**config.mk**
```make
export PLATFORM = sky130hd
export DESIGN_NAME = xml_char_entity_terminator_core
export DESIGN_NICKNAME = d
export VERILOG_FILES = /design/src/rtl/core/xcet_pkg.sv /design/src/rtl/core/xml_char_entity_terminator_core.sv /design/src/rtl/core/xcet_front.sv /design/src/rtl/core/xcet_fifo.sv /design/src/rtl/core/xcet_back.sv
export SDC_FILE = /design/constraint.sdc
export NUM_CORES = 1
export LEC_CHECK = 0
export ABC_AREA = 1
export BUFFER_PORTS_ARGS = -buffer_cell sky130_fd_sc_hd__buf_4
export CORE_MARGIN = 2
export CORE_UTILIZATION = 45
export DETAILED_ROUTE_END_ITERATION = 16
export HOLD_SLACK_MARGIN = 0.12
export PLACE_DENSITY = 0.65
export SLEW_MARGIN = 30
export SYNTH_ARGS = -nofsm -noshare
export SYNTH_HDL_FRONTEND = slang
export SYNTH_SLANG_ARGS = --single-unit
export TNS_END_PERCENT = 20
```
**constraint.sdc**
```tcl
create_clock -name i_clk -period 3.3 [get_ports i_clk]
set_input_delay 0.99 -clock i_clk [delete_from_list [all_inputs] [get_ports i_clk]]
set_output_delay 0.99 -clock i_clk [all_outputs]
set_load 0.02 [all_outputs]
```
**src/rtl/core/xcet_pkg.sv**
```systemverilog
`default_nettype none
package xcet_pkg;

    localparam int FIFO_DEPTH = 4;

    localparam logic [7:0] CH_AMP  = 8'h26;
    localparam logic [7:0] CH_HASH = 8'h23;
    localparam logic [7:0] CH_X    = 8'h78;
    localparam logic [7:0] CH_SEMI = 8'h3B;

    localparam logic [2:0] PH_NORMAL = 3'd0;
    localparam logic [2:0] PH_AMP    = 3'd1;
    localparam logic [2:0] PH_HASH   = 3'd2;
    localparam logic [2:0] PH_HEX    = 3'd3;
    localparam logic [2:0] PH_DEC    = 3'd4;

    typedef struct packed {
        logic [7:0] data;
        logic       insert;
    } t_entry;

    typedef struct packed {
        logic   valid;
        t_entry head;
    } t_q_status;

    function automatic logic is_dec(input logic [7:0] c);
        return (c >= 8'h30) && (c <= 8'h39);
    endfunction

    function automatic logic is_hex(input logic [7:0] c);
        return is_dec(c) || ((c >= 8'h61) && (c <= 8'h66)) ||
               ((c >= 8'h41) && (c <= 8'h46));
    endfunction

endpackage
`default_nettype wire

```
**src/rtl/core/xml_char_entity_terminator_core.sv**
```systemverilog
`default_nettype none
// Path: each input beat is written into the queue, then loaded into the output register.
// Throughput: one input byte per cycle while the queue is not full; a byte closing a
//   reference with a non-';' byte takes two output beats, set by the single output register.
// Reset: synchronous active low; scan phase to normal text, queue and output emptied.
module xml_char_entity_terminator_core #(
    parameter int FIFO_DEPTH = xcet_pkg::FIFO_DEPTH
) (
    input  wire logic       i_clk,
    input  wire logic       i_rst_n,
    input  wire logic       i_in_valid,
    output logic            o_in_ready,
    input  wire logic [7:0] i_in_byte,
    output logic            o_out_valid,
    input  wire logic       i_out_ready,
    output logic [7:0]      o_out_byte,
    output logic            o_run_last
);

    logic                q_full;
    logic                push;
    logic                pop;
    xcet_pkg::t_entry    entry;
    xcet_pkg::t_q_status q_status;

    xcet_front u_front (
        .i_clk    (i_clk),
        .i_rst_n  (i_rst_n),
        .i_valid  (i_in_valid),
        .i_data   (i_in_byte),
        .i_q_full (q_full),
        .o_ready  (o_in_ready),
        .o_push   (push),
        .o_entry  (entry)
    );

    xcet_fifo #(
        .DEPTH (FIFO_DEPTH)
    ) u_fifo (
        .i_clk    (i_clk),
        .i_rst_n  (i_rst_n),
        .i_push   (push),
        .i_entry  (entry),
        .i_pop    (pop),
        .o_full   (q_full),
        .o_status (q_status)
    );

    xcet_back u_back (
        .i_clk    (i_clk),
        .i_rst_n  (i_rst_n),
        .i_status (q_status),
        .o_pop    (pop),
        .i_ready  (i_out_ready),
        .o_valid  (o_out_valid),
        .o_data   (o_out_byte),
        .o_last   (o_run_last)
    );

    a_insert_is_semi: assert property (@(posedge i_clk) disable iff (!i_rst_n)
        (o_out_valid && !o_run_last) |-> (o_out_byte == xcet_pkg::CH_SEMI))
        else $error("inserted beat is not a semicolon");

    a_byte_follows_semi: assert property (@(posedge i_clk) disable iff (!i_rst_n)
        (o_out_valid && i_out_ready && !o_run_last) |=> (o_out_valid && o_run_last))
        else $error("closing byte did not follow inserted semicolon");

    a_reset_empty: assert property (@(posedge i_clk)
        !i_rst_n |=> !o_out_valid)
        else $error("output valid after reset");

endmodule
`default_nettype wire

```
**src/rtl/core/xcet_front.sv**
```systemverilog
`default_nettype none
module xcet_front (
    input  wire logic             i_clk,
    input  wire logic             i_rst_n,
    input  wire logic             i_valid,
    input  wire logic [7:0]       i_data,
    input  wire logic             i_q_full,
    output logic                  o_ready,
    output logic                  o_push,
    output xcet_pkg::t_entry      o_entry
);

    logic [2:0] r_phase;
    logic [2:0] n_phase;
    logic       closing;

    assign o_ready = !i_q_full;
    assign o_push  = i_valid && !i_q_full;

    always_comb begin
        n_phase = r_phase;
        closing = 1'b0;
        unique case (r_phase)
            xcet_pkg::PH_AMP: begin
                n_phase = (i_data == xcet_pkg::CH_HASH) ? xcet_pkg::PH_HASH
                                                        : xcet_pkg::PH_NORMAL;
            end
            xcet_pkg::PH_HASH: begin
                if (i_data == xcet_pkg::CH_X) begin
                    n_phase = xcet_pkg::PH_HEX;
                end else if (xcet_pkg::is_dec(i_data)) begin
                    n_phase = xcet_pkg::PH_DEC;
                end else begin
                    n_phase = xcet_pkg::PH_NORMAL;
                end
            end
            xcet_pkg::PH_HEX: begin
                closing = !xcet_pkg::is_hex(i_data);
            end
            xcet_pkg::PH_DEC: begin
                closing = !xcet_pkg::is_dec(i_data);
            end
            default: begin
                n_phase = (i_data == xcet_pkg::CH_AMP) ? xcet_pkg::PH_AMP
                                                       : xcet_pkg::PH_NORMAL;
            end
        endcase
        if (closing) begin
            n_phase = xcet_pkg::PH_NORMAL;
        end
    end

    assign o_entry.data   = i_data;
    assign o_entry.insert = closing && (i_data != xcet_pkg::CH_SEMI);

    always_ff @(posedge i_clk) begin
        if (!i_rst_n) begin
            r_phase <= xcet_pkg::PH_NORMAL;
        end else if (o_push) begin
            r_phase <= n_phase;
        end
    end

endmodule
`default_nettype wire

```
**src/rtl/core/xcet_fifo.sv**
```systemverilog
`default_nettype none
module xcet_fifo #(
    parameter int DEPTH = xcet_pkg::FIFO_DEPTH
) (
    input  wire logic             i_clk,
    input  wire logic             i_rst_n,
    input  wire logic             i_push,
    input  wire xcet_pkg::t_entry i_entry,
    input  wire logic             i_pop,
    output logic                  o_full,
    output xcet_pkg::t_q_status   o_status
);

    localparam int          AW      = (DEPTH > 1) ? $clog2(DEPTH) : 1;
    localparam logic [AW:0] DEPTH_W = (AW + 1)'(DEPTH);

    xcet_pkg::t_entry r_mem [2**AW];
    logic [AW:0]      r_wr_ptr;
    logic [AW:0]      r_rd_ptr;
    logic [AW:0]      count;
    logic             empty;

    assign count  = r_wr_ptr - r_rd_ptr;
    assign empty  = (r_wr_ptr == r_rd_ptr);
    assign o_full = (count == DEPTH_W);

    assign o_status.valid = !empty;
    assign o_status.head  = r_mem[r_rd_ptr[AW-1:0]];

    always_ff @(posedge i_clk) begin
        if (i_push) begin
            r_mem[r_wr_ptr[AW-1:0]] <= i_entry;
        end
    end

    always_ff @(posedge i_clk) begin
        if (!i_rst_n) begin
            r_wr_ptr <= '0;
            r_rd_ptr <= '0;
        end else begin
            if (i_push) begin
                r_wr_ptr <= r_wr_ptr + 1'b1;
            end
            if (i_pop && !empty) begin
                r_rd_ptr <= r_rd_ptr + 1'b1;
            end
        end
    end

endmodule
`default_nettype wire

```
**src/rtl/core/xcet_back.sv**
```systemverilog
`default_nettype none
module xcet_back (
    input  wire logic                i_clk,
    input  wire logic                i_rst_n,
    input  wire xcet_pkg::t_q_status i_status,
    output logic                     o_pop,
    input  wire logic                i_ready,
    output logic                     o_valid,
    output logic [7:0]               o_data,
    output logic                     o_last
);

    logic       r_valid;
    logic       r_pend;
    logic [7:0] r_data;
    logic       r_last;
    logic       slot_free;

    assign slot_free = !r_valid || i_ready;
    // pop on the final beat of an entry
    assign o_pop = slot_free && i_status.valid && (r_pend || !i_status.head.insert);

    always_ff @(posedge i_clk) begin
        if (!i_rst_n) begin
            r_valid <= 1'b0;
            r_pend  <= 1'b0;
        end else if (slot_free) begin
            r_valid <= i_status.valid;
            if (i_status.valid) begin
                r_pend <= !r_pend && i_status.head.insert;
            end
        end
    end

    always_ff @(posedge i_clk) begin
        if (slot_free && i_status.valid) begin
            if (!r_pend && i_status.head.insert) begin
                r_data <= xcet_pkg::CH_SEMI;
                r_last <= 1'b0;
            end else begin
                r_data <= i_status.head.data;
                r_last <= 1'b1;
            end
        end
    end

    assign o_valid = r_valid;
    assign o_data  = r_data;
    assign o_last  = r_last;

endmodule
`default_nettype wire
```
==> results of run 1 <==
==> worst max-delay path: cells and delay by family (launching register included) <==
kind | cells | cell delay (ns)
fa+ha+maj | 1 | 0.30
simple gates | 4 | 0.31
buf+inv | 2 | 0.23
flops | 1 | 0.35
==> cells in the mapped netlist, types with 2 or more instances <==
master	instances	area, sq um
a21oi_2	2	17.5
o21ai_0	12	60.1
nor2_1	33	124
ha_1	7	87.6
mux2i_1	5	50.1
nand2_1	36	135
o21ai_1	3	15.0
inv_1	30	113
a21oi_1	8	40.0
nand2_4	2	22.5
o221ai_1	5	43.8
nand4_1	2	12.5
nand2_2	2	12.5
dfxtp_1	13	260
buf_2	4	20.0
nor3_1	3	15.0
edfxtp_1	45	1350
o32ai_1	3	26.3
nand3_1	9	45.0
inv_2	2	7.51
==> final cells by class <==
cell class / instances / area [sq um] / area share
flip-flops and latches: 58 / 1610 / 0.537
repair buffers: 26 / 195 / 0.0650
multi-input cells: 142 / 791 / 0.263
inverters: 33 / 126 / 0.0421
well taps: 72 / 90.1 / 0.0300
clock buffers: 12 / 145 / 0.0484
clock inverters: 4 / 42.5 / 0.0142
==> worst max path at each step <==
| stage | start | endpoint | slack, ns | cells after the start |
|---|---|---|---|---|
| after detailed placement | i_out_ready | u_fifo.r_rd_ptr[2] | 1.02 | 8 |
| after global placement | i_out_ready | u_fifo.r_rd_ptr[2] | 1.11 | 8 |
| after CTS | u_fifo.r_rd_ptr[1] | o_in_ready | 0.77 | 7 |
| final | u_fifo.r_rd_ptr[1] | o_in_ready | 0.79 | 7 |
| after global routing | u_fifo.r_rd_ptr[1] | o_in_ready | 0.68 | 8 |
| after floorplan | u_fifo.r_rd_ptr[1] | o_in_ready | 1.31 | 7 |
==> per-layer routing <==
metal / vias up / wire length [um]
met4: 0 / 78
met1: 826 / 2270
met2: 31 / 2160
met5: - / 0
li1: 878 / -
met3: 8 / 162
==> sequential cells by signal, indices dropped and copies added, names as in the netlist, named ones only <==
signal           cells
u_back.r_pend        1
u_back.o_data        8
u_back.o_valid       1
u_back.o_last        1
u_front.r_phase      3
u_fifo.r_rd_ptr      3
u_fifo.r_wr_ptr      3
u_fifo.r_mem        36
==> cell families after synthesis <==
group / Yosys count
AO/OA/AOI/OAI: 36
XOR/XNOR: 2
adder cells (fa/ha/maj): 7
buffers and inverters: 39
flip-flops: 58
multiplexers: 5
AND/OR/NAND/NOR: 92
==> metrics by stage <==
stage / utilization / hold slack (ns) / worst slack (ns) / cell area [sq um]
6_report: 0.545 / 0.511 / 0.785 / 3000
5_1_grt: 0.545 / 0.530 / 0.682 / 3000
4_1_cts: 0.545 / 0.508 / 0.770 / 3000
3_5_place_dp: 0.511 / 0.499 / 1.02 / 2810
3_3_place_gp: 0.511 / 0.496 / 1.11 / 2810
2_1_floorplan: - / 0.465 / 1.31 / 2560
==> report_power, final <==
group | internal [uW] | switching (uW) | total [uW]
clock | 364 | 264 | 628
combinational | 309 | 550 | 860
sequential | 1030 | 94.1 | 1120
total | 1700 | 908 | 2610
==> impl_metrics.tcl, run 1 <==
set metrics [dict create \
    use_met3 0.0373 \
    port_buffers 22 \
    cp-end-kind "output port" \
    first_iter_violations 110 \
    worstMarginPinSlew_ns 0.727 \
    slowest_stage "dfxtp_1" \
    vias_per_cell 5.02 \
    numCtsBuffers 9 \
    antenna_found_initial 0 \
    area_growth_pct 17.1 \
    max_freq_ghz 0.398 \
    netlist_area_sq_mm 0.00256 \
    cts_tree "done" \
    core_sq_mm 0.00551 \
    grt_max_degree 19 \
    whs_path_depth 2 \
    crit_type "register to output port" \
    grt_use_total 0.171 \
    finalCritPeriodShare 0.762 \
    htree_num_levels 3 \
    dr.pass1.iters 4 \
    clock_sinks 58 \
    io_pins 23 \
    post_cts_buffers 0 \
    nFillCells 478 \
    grt.overflow.total 0 \
    avgSynthCellArea_sq_um 10.7 \
    cp_data_required_time_ns 2.31 \
    drv_slew 0 \
    wl_per_cell_um 13.5 \
    rows 27 \
    met2_usage 0.262 \
    min_period_ns 2.51 \
    tns_ns 0 \
    p_leak_uw 0.00122 \
    yosys_warnings 0 \
    r2r_start "u_fifo.r_wr_ptr[0]" \
    clockBufferDepth 2 \
    hold_path_class "register to register" \
    route.detailed.drc 0 \
    total_power_uw 2610 \
    async_flop_share 0 \
    grt_pass1_wl_um 7940 \
    max-cap-violations 0 \
    crit_top_cell "nand2_1" \
    antenna_left 0 \
    synth_xor_xnor_area_share 0.00683 \
    synthSimpleGateAreaFrac 0.159 \
    nets 289 \
    final_cell_mix "edfxtp_1 (45), nand2_1 (36), nor2_1 (33), inv_1 (30), buf_4 (26)" \
    grtUsageMet1 0.224 \
    synth_cell_types 33 \
    worstPathArrival_ns 1.52 \
    cp-start-kind "register" \
    synth_compound_gate_area_share 0.0888 \
    ys_seq_area_frac 0.629 \
    crit_path_cell_trace "inv_1 > ha_1 > nand2_1 > nand2_1 > nand2_1 > nand3_2 > buf_4" \
    min_to "u_fifo.r_rd_ptr[2]" \
    synth_mux_area_frac 0.0195 \
    holdBufCountCts 0 \
    clk_pin_slew_worst_paths_ns 0.06 \
    syn_inst 239 \
    powerDensity_mw_per_mm2 870 \
    dp.cells 331 \
    cts-resized-gates 0 \
    final_layout_size_suffix_gt1_frac 0.185 \
    regToRegSetupSlack_ns 1.30 \
    status "finished, final reports clean" \
    die_w_um 79.5 \
    finalSetupViolations 0 \
    path_max_fanout 2 \
    r2r-end "u_fifo.r_rd_ptr[2]" \
    synthFlopType "edfxtp_1" \
    layout_commonest_cell "edfxtp_1" \
    wirelength_um 4670 \
    peakVddDrop_uv 397 \
    insertion_delay_ns 0.33 \
    r2r_cells 10 \
    slew_headroom 0.516 \
    dp_hpwl_um 3050 \
    hold_viol_final 0 \
    synth_edf_count 45 \
    start_util 0.466 \
    die-area_sq_mm 0.00632 \
    syn_nets 258 \
    gp_congestion 0.798 \
    slowest_delay_ns 0.35 \
    vias 1743 \
    synth_top_family_by_area "simple AND/OR/NAND/NOR gates" \
    hp-start "u_fifo.r_rd_ptr[2]" \
    rsz0062_at_grt "no" \
    cts-root-buf "clkbuf_8" \
    synth_fa_ha_area_frac 0.0342 \
    ys_ff_latch 58 \
    top_usage_layer "met2" \
    diodes 0 \
    clock_skew_ns 0.00551 \
    first_global_vias 1669 \
    final_cells 347 \
    die_height_um 79.5 \
]
Power figures use the tool's default switching activity.
==> inputs of run 2 (changes only) <==
Settings changed: ABC_AREA 1 to 0, PLACE_DENSITY 0.65 to 0.68.
Clock period 3.3 ns to 2.3 ns, I/O delays scaled along.
==> run 2 against run 1 <==
Effect of this change:
- combinational power rose by 7.6%
- wire length is 5.7% lower
- utilization decreased by 0.30 points
- non-clock buffer count rose by 2
- design area fell by 1.2%
- critical path depth shrank 1
- synthesized cell count is 28% lower
- power up 22%
- highest routed layer unchanged
==> impl_metrics.tcl, run 2 <==
set metrics [dict create \
    yosys-top-cells-area "edfxtp_1 (54%), dfxtp_1 (10%), mux4_1 (8.3%)" \
    netlist_area_sq_mm 0.00252 \
    vias 1460 \
    rsz0062_at_grt "no" \
    htree_num_levels 3 \
    synth_top_area_share 0.536 \
    cp-end-kind "output port" \
    multi_input_area_sq_um 862 \
    ys_seq_area_frac 0.640 \
    synthSimpleGateAreaFrac 0.133 \
    route.detailed.drc 0 \
    synthFlopType "edfxtp_1" \
    port_buffers 22 \
    die_height_um 78.8 \
    diodes 0 \
    start_util 0.460 \
    final_cell_mix "edfxtp_1 (45), buf_4 (28), nand2_1 (14), dfxtp_1 (11)" \
    rows 27 \
    clock_sinks 58 \
    synth_top_family_by_area "simple AND/OR/NAND/NOR gates" \
    ff_latch_area_sq_mm 0.00161 \
    finalCritPeriodShare 0.956 \
    crit_type "register to output port" \
    grt_pass1_wl_um 7070 \
    max_freq_ghz 0.455 \
    synth_mux_area_frac 0.100 \
    yosys_warnings 0 \
    die-area_sq_mm 0.00621 \
    tns_ns 0 \
    largest_register_ff_count 36 \
    grt_max_degree 13 \
    powerDensity_mw_per_mm2 1070 \
    antenna_found_initial 0 \
    synth_fa_ha_area_frac 0.0348 \
    synth_cell_types 41 \
    synth_edf_count 45 \
    synth_top_area_cell "edfxtp_1" \
    worstPathArrival_ns 1.51 \
    synth_xor_xnor_area_share 0.0209 \
    vias_per_cell 5.18 \
    slew_headroom 0.703 \
    hold_slack_ns 0.497 \
    clk_pin_slew_worst_paths_ns 0.06 \
    final_core_util 0.542 \
    nFillCells 459 \
    synthTopCellsByCount "edfxtp_1 (45), nand2_1 (14), dfxtp_1 (13), nor2_1 (10), mux4_1 (8)" \
    slowest_delay_ns 0.34 \
    io_pins 23 \
    grt_use_total 0.157 \
    worstMarginPinSlew_ns 0.446 \
    dp_hpwl_um 3190 \
    wirelength_um 4410 \
    numCtsBuffers 9 \
    drv_slew 0 \
    first_global_vias 1459 \
    grt.overflow.total 0 \
    peakVddDrop_uv 401 \
    cp_data_required_time_ns 1.61 \
    die_w_um 78.8 \
    insertion_delay_ns 0.33 \
    nets 224 \
    syn_nets 190 \
    max-cap-violations 0 \
    core_sq_mm 0.00547 \
    hold_path_class "register to register" \
    crit_family "flip-flops" \
    finalSetupViolations 0 \
    cp-start-kind "register" \
    first_iter_violations 75 \
    cts_tree "done" \
    slowest_stage "dfxtp_2" \
    gp_congestion 0.929 \
    wl_per_cell_um 15.6 \
    syn_inst 171 \
    area_growth_pct 17.7 \
    crit_path_cell_trace "inv_1 > ha_1 > nand2b_1 > xnor2_2 > nand3_1 > buf_4" \
    min_period_ns 2.20 \
    dr.pass1.iters 4 \
    status "finished, final reports clean" \
    layout_commonest_cell "edfxtp_1" \
    ys_ff_latch 58 \
    holdBufCountCts 0 \
    clock_skew_ns 0.00864 \
    synth_compound_gate_area_share 0.0497 \
    cts-root-buf "clkbuf_8" \
    p_leak_uw 0.00108 \
    clockBufferDepth 2 \
    synth_most_common_cell "edfxtp_1" \
    avgSynthCellArea_sq_um 14.7 \
    cp.buffers_inverters 2 \
    async_flop_share 0 \
    path_max_fanout 3 \
    antenna_left 0 \
    final_layout_size_suffix_gt1_frac 0.267 \
    hold_viol_final 0 \
]
## run 2: where the power goes
part / internal [uW] / switching, uW
clock: 415 / 365
combinational: 409 / 516
sequential: 1390 / 76.8
total: 2220 / 957
## run 2: per-layer routing
layer / track usage / share of wire
met1: 0.183 / 0.42
met2: 0.266 / 0.51
met3: 0.0307 / 0.045
met4: 0.0983 / 0.026
met5: 0 / 0
## run 2: through the flow
step / std cells / setup slack (ns) / total power (uW) / instance area [sq um]
6_report: 282 / 0.102 / 3170 / 2970
5_1_grt: 282 / 0.00332 / 3330 / 2970
4_1_cts: 282 / 0.00701 / 3210 / 2960
3_5_place_dp: 265 / 0.191 / 2420 / 2780
3_3_place_gp: 265 / 0.283 / 2370 / 2780
2_1_floorplan: 171 / 0.381 / 2090 / 2520
## run 2: path summary, 6_finish.rpt
path / startpoint / to / slack (ns) / cells past startpoint
max reg2reg: u_fifo.r_rd_ptr[1] / u_fifo.r_mem[1][3] / 0.15 / 7
max: u_fifo.r_rd_ptr[1] / o_in_ready / 0.10 / 6
min: u_back.o_valid / u_back.o_valid / 0.50 / 2
min reg2reg: u_back.o_valid / u_back.o_valid / 0.50 / 2
## run 2: area by class of cell
cell class	count	share of cell area
sequential	58	0.544
timing repair buffer	28	0.0709
multi-input combinational	101	0.291
clock buffer	13	0.0502
inverter	7	0.00886
tap	72	0.0304
clock inverter	3	0.00506
## run 2: what timing repair did
| action | 4_1_cts | 5_1_grt |
|---|---|---|
| hold endpoints to repair | 0 | 0 |
| setup endpoints to repair | 1 | 13 |
| gates resized for setup | 1 | 3 |
| setup buffers | 1 | 0 |
| pin swaps | 1 | 1 |
## run 2: tightest hold or removal path: stages, from the launching register on
cell	delay, ns
dfxtp_1	0.31
nand2b_1	0.08
a21oi_1	0.06
## run 2: kinds of logic (layout without fill, tap and decap cells)
| group | after synthesis | after routing |
|---|---|---|
| AO/OA/AOI/OAI | 18 | 18 |
| XOR/XNOR | 6 | 6 |
| adder cells (fa/ha/maj) | 7 | 7 |
| buffers and inverters | 12 | 51 |
| flip-flops | 58 | 58 |
| multiplexers | 11 | 11 |
| AND/OR/NAND/NOR | 59 | 59 |
==> inputs of run 3 (changes only) <==
Clock period 2.3 ns to 2 ns, I/O delays scaled along.
==> run 3 against run 2 <==
Effect of this change:
- register-to-register slack lost 0.07 ns
- via count grew 4.9%
- wire length grew 5.1%
- design area grew 4.1%
- clock power grew 8.5%
- highest routed layer unchanged
==> impl_metrics.tcl, run 3 (same netlist as run 2, synthesis figures left out) <==
set metrics [dict create \
    grt_pass1_wl_um 7560 \
    clockBufferDepth 2 \
    die_height_um 78.8 \
    placed_area_sq_mm 0.00286 \
    cts_tree "done" \
    crit_path_cell_trace "inv_2 > ha_4 > nand2b_4 > xnor2_2 > nand3_1 > buf_6" \
    final_layout_size_suffix_gt1_frac 0.302 \
    cp.buffers_inverters 2 \
    postLayoutCellArea_sq_mm 0.00309 \
    slowest_stage "dfxtp_2" \
    gp_congestion 0.908 \
    grt.overflow.total 0 \
    crit_type "register to output port" \
    p_leak_uw 0.00111 \
    status "finished, final reports clean" \
    diodes 0 \
    slew_headroom 0.732 \
    crit_family "flip-flops" \
    io_pins 23 \
    hold_viol_final 0 \
    rows 27 \
    clk_pin_slew_worst_paths_ns 0.06 \
    holdBufCountCts 0 \
    slowest_delay_ns 0.34 \
    finalSetupViolations 0 \
    dp_hpwl_um 3270 \
    worstPathArrival_ns 1.40 \
    final_cell_mix "edfxtp_1 (45), buf_4 (28), nand2_1 (14), nor2_1 (10), clkbuf_8 (9)" \
    min_period_ns 2.00 \
    antenna_found_initial 0 \
    route.detailed.drc 0 \
    die-area_sq_mm 0.00621 \
    cts-root-buf "clkbuf_8" \
    first_global_vias 1592 \
    grt_max_degree 13 \
    grt_use_total 0.164 \
    cp-end-kind "output port" \
    numCtsBuffers 9 \
    drv_slew 0 \
    wirelength_um 4630 \
    layout_commonest_cell "edfxtp_1" \
    cp-start-kind "register" \
    insertion_delay_ns 0.32 \
    worstMarginPinSlew_ns 0.398 \
    first_iter_violations 66 \
    wl_per_cell_um 16.1 \
    clock_sinks 58 \
    max-cap-violations 0 \
    core_sq_mm 0.00547 \
    peakVddDrop_uv 553 \
    largest_register_ff_count 36 \
    vias_per_cell 5.33 \
    path_max_fanout 2 \
    hold_path_class "register to register" \
    finalCritPeriodShare 0.998 \
    vias 1531 \
    antenna_left 0 \
    die_w_um 78.8 \
    dr.pass1.iters 4 \
    area_growth_pct 22.6 \
    htree_num_levels 3 \
    nets 229 \
    port_buffers 22 \
    powerDensity_mw_per_mm2 1200 \
    hold_slack_ns 0.508 \
    cp_data_required_time_ns 1.40 \
    start_util 0.460 \
    rsz0062_at_grt "yes" \
    clock_skew_ns 0.00574 \
    max_freq_ghz 0.501 \
]
-- run 3: path summary, 6_finish.rpt --
path / startpoint / endpoint / slack (ns) / cells after the start
max: u_fifo.r_rd_ptr[1] / o_in_ready / 0.003 / 6
min: u_fifo.r_wr_ptr[1] / u_fifo.r_wr_ptr[1] / 0.51 / 2
max reg2reg: u_fifo.r_rd_ptr[1] / u_fifo.r_mem[3][3] / 0.08 / 8
min reg2reg: u_fifo.r_wr_ptr[1] / u_fifo.r_wr_ptr[1] / 0.51 / 2
-- run 3: through the flow --
step	TNS (ns)	setup slack (ns)	power [uW]	util	std cells
2_1_floorplan	0	0.124	2410	-	171
5_1_grt	-0.0679	-0.0679	3920	0.564	287
4_1_cts	-0.0124	-0.0124	3740	0.561	286
3_3_place_gp	0	0.0858	2770	0.522	268
3_5_place_dp	0	0.0571	2830	0.522	268
6_report	0	0.00339	3720	0.564	287
-- run 3: worst reg2reg max path, delay by kind of cell (launching register included) --
| kind | cells | cell delay [ns] |
|---|---|---|
| flops | 1 | 0.34 |
| xor+xnor | 1 | 0.14 |
| fa+ha+maj | 1 | 0.15 |
| compound gates | 1 | 0.28 |
| buf+inv | 3 | 0.35 |
| simple gates | 2 | 0.38 |
-- run 3: area by class of cell --
type | count | area (sq um)
fill | 441 | 2380
sequential | 58 | 1620
tap | 72 | 90.1
clock buffer | 14 | 143
inverter | 7 | 26.3
timing repair buffer | 33 | 302
multi-input combinational | 101 | 901
clock inverter | 2 | 7.51
-- run 3: timing repair --
action                                  in CTS  in global routing
gates cloned                                 0                  0
pin swaps                                    2                  3
buffers inserted                             2                  1
resized for setup                           13                  3
endpoints found under the setup margin       1                  8
-- run 3: routing by layer --
layer,vias up,global-route usage,routed length (um)
li1,725,-,-
met1,749,0.178,1900
met2,53,0.309,2520
met3,4,0.0409,185
met4,0,0.0569,18
met5,-,0,0
-- run 3: where the power goes --
group | internal (uW) | switching (uW)
registers | 1600 | 92.6
clock network | 444 | 402
logic | 563 | 614
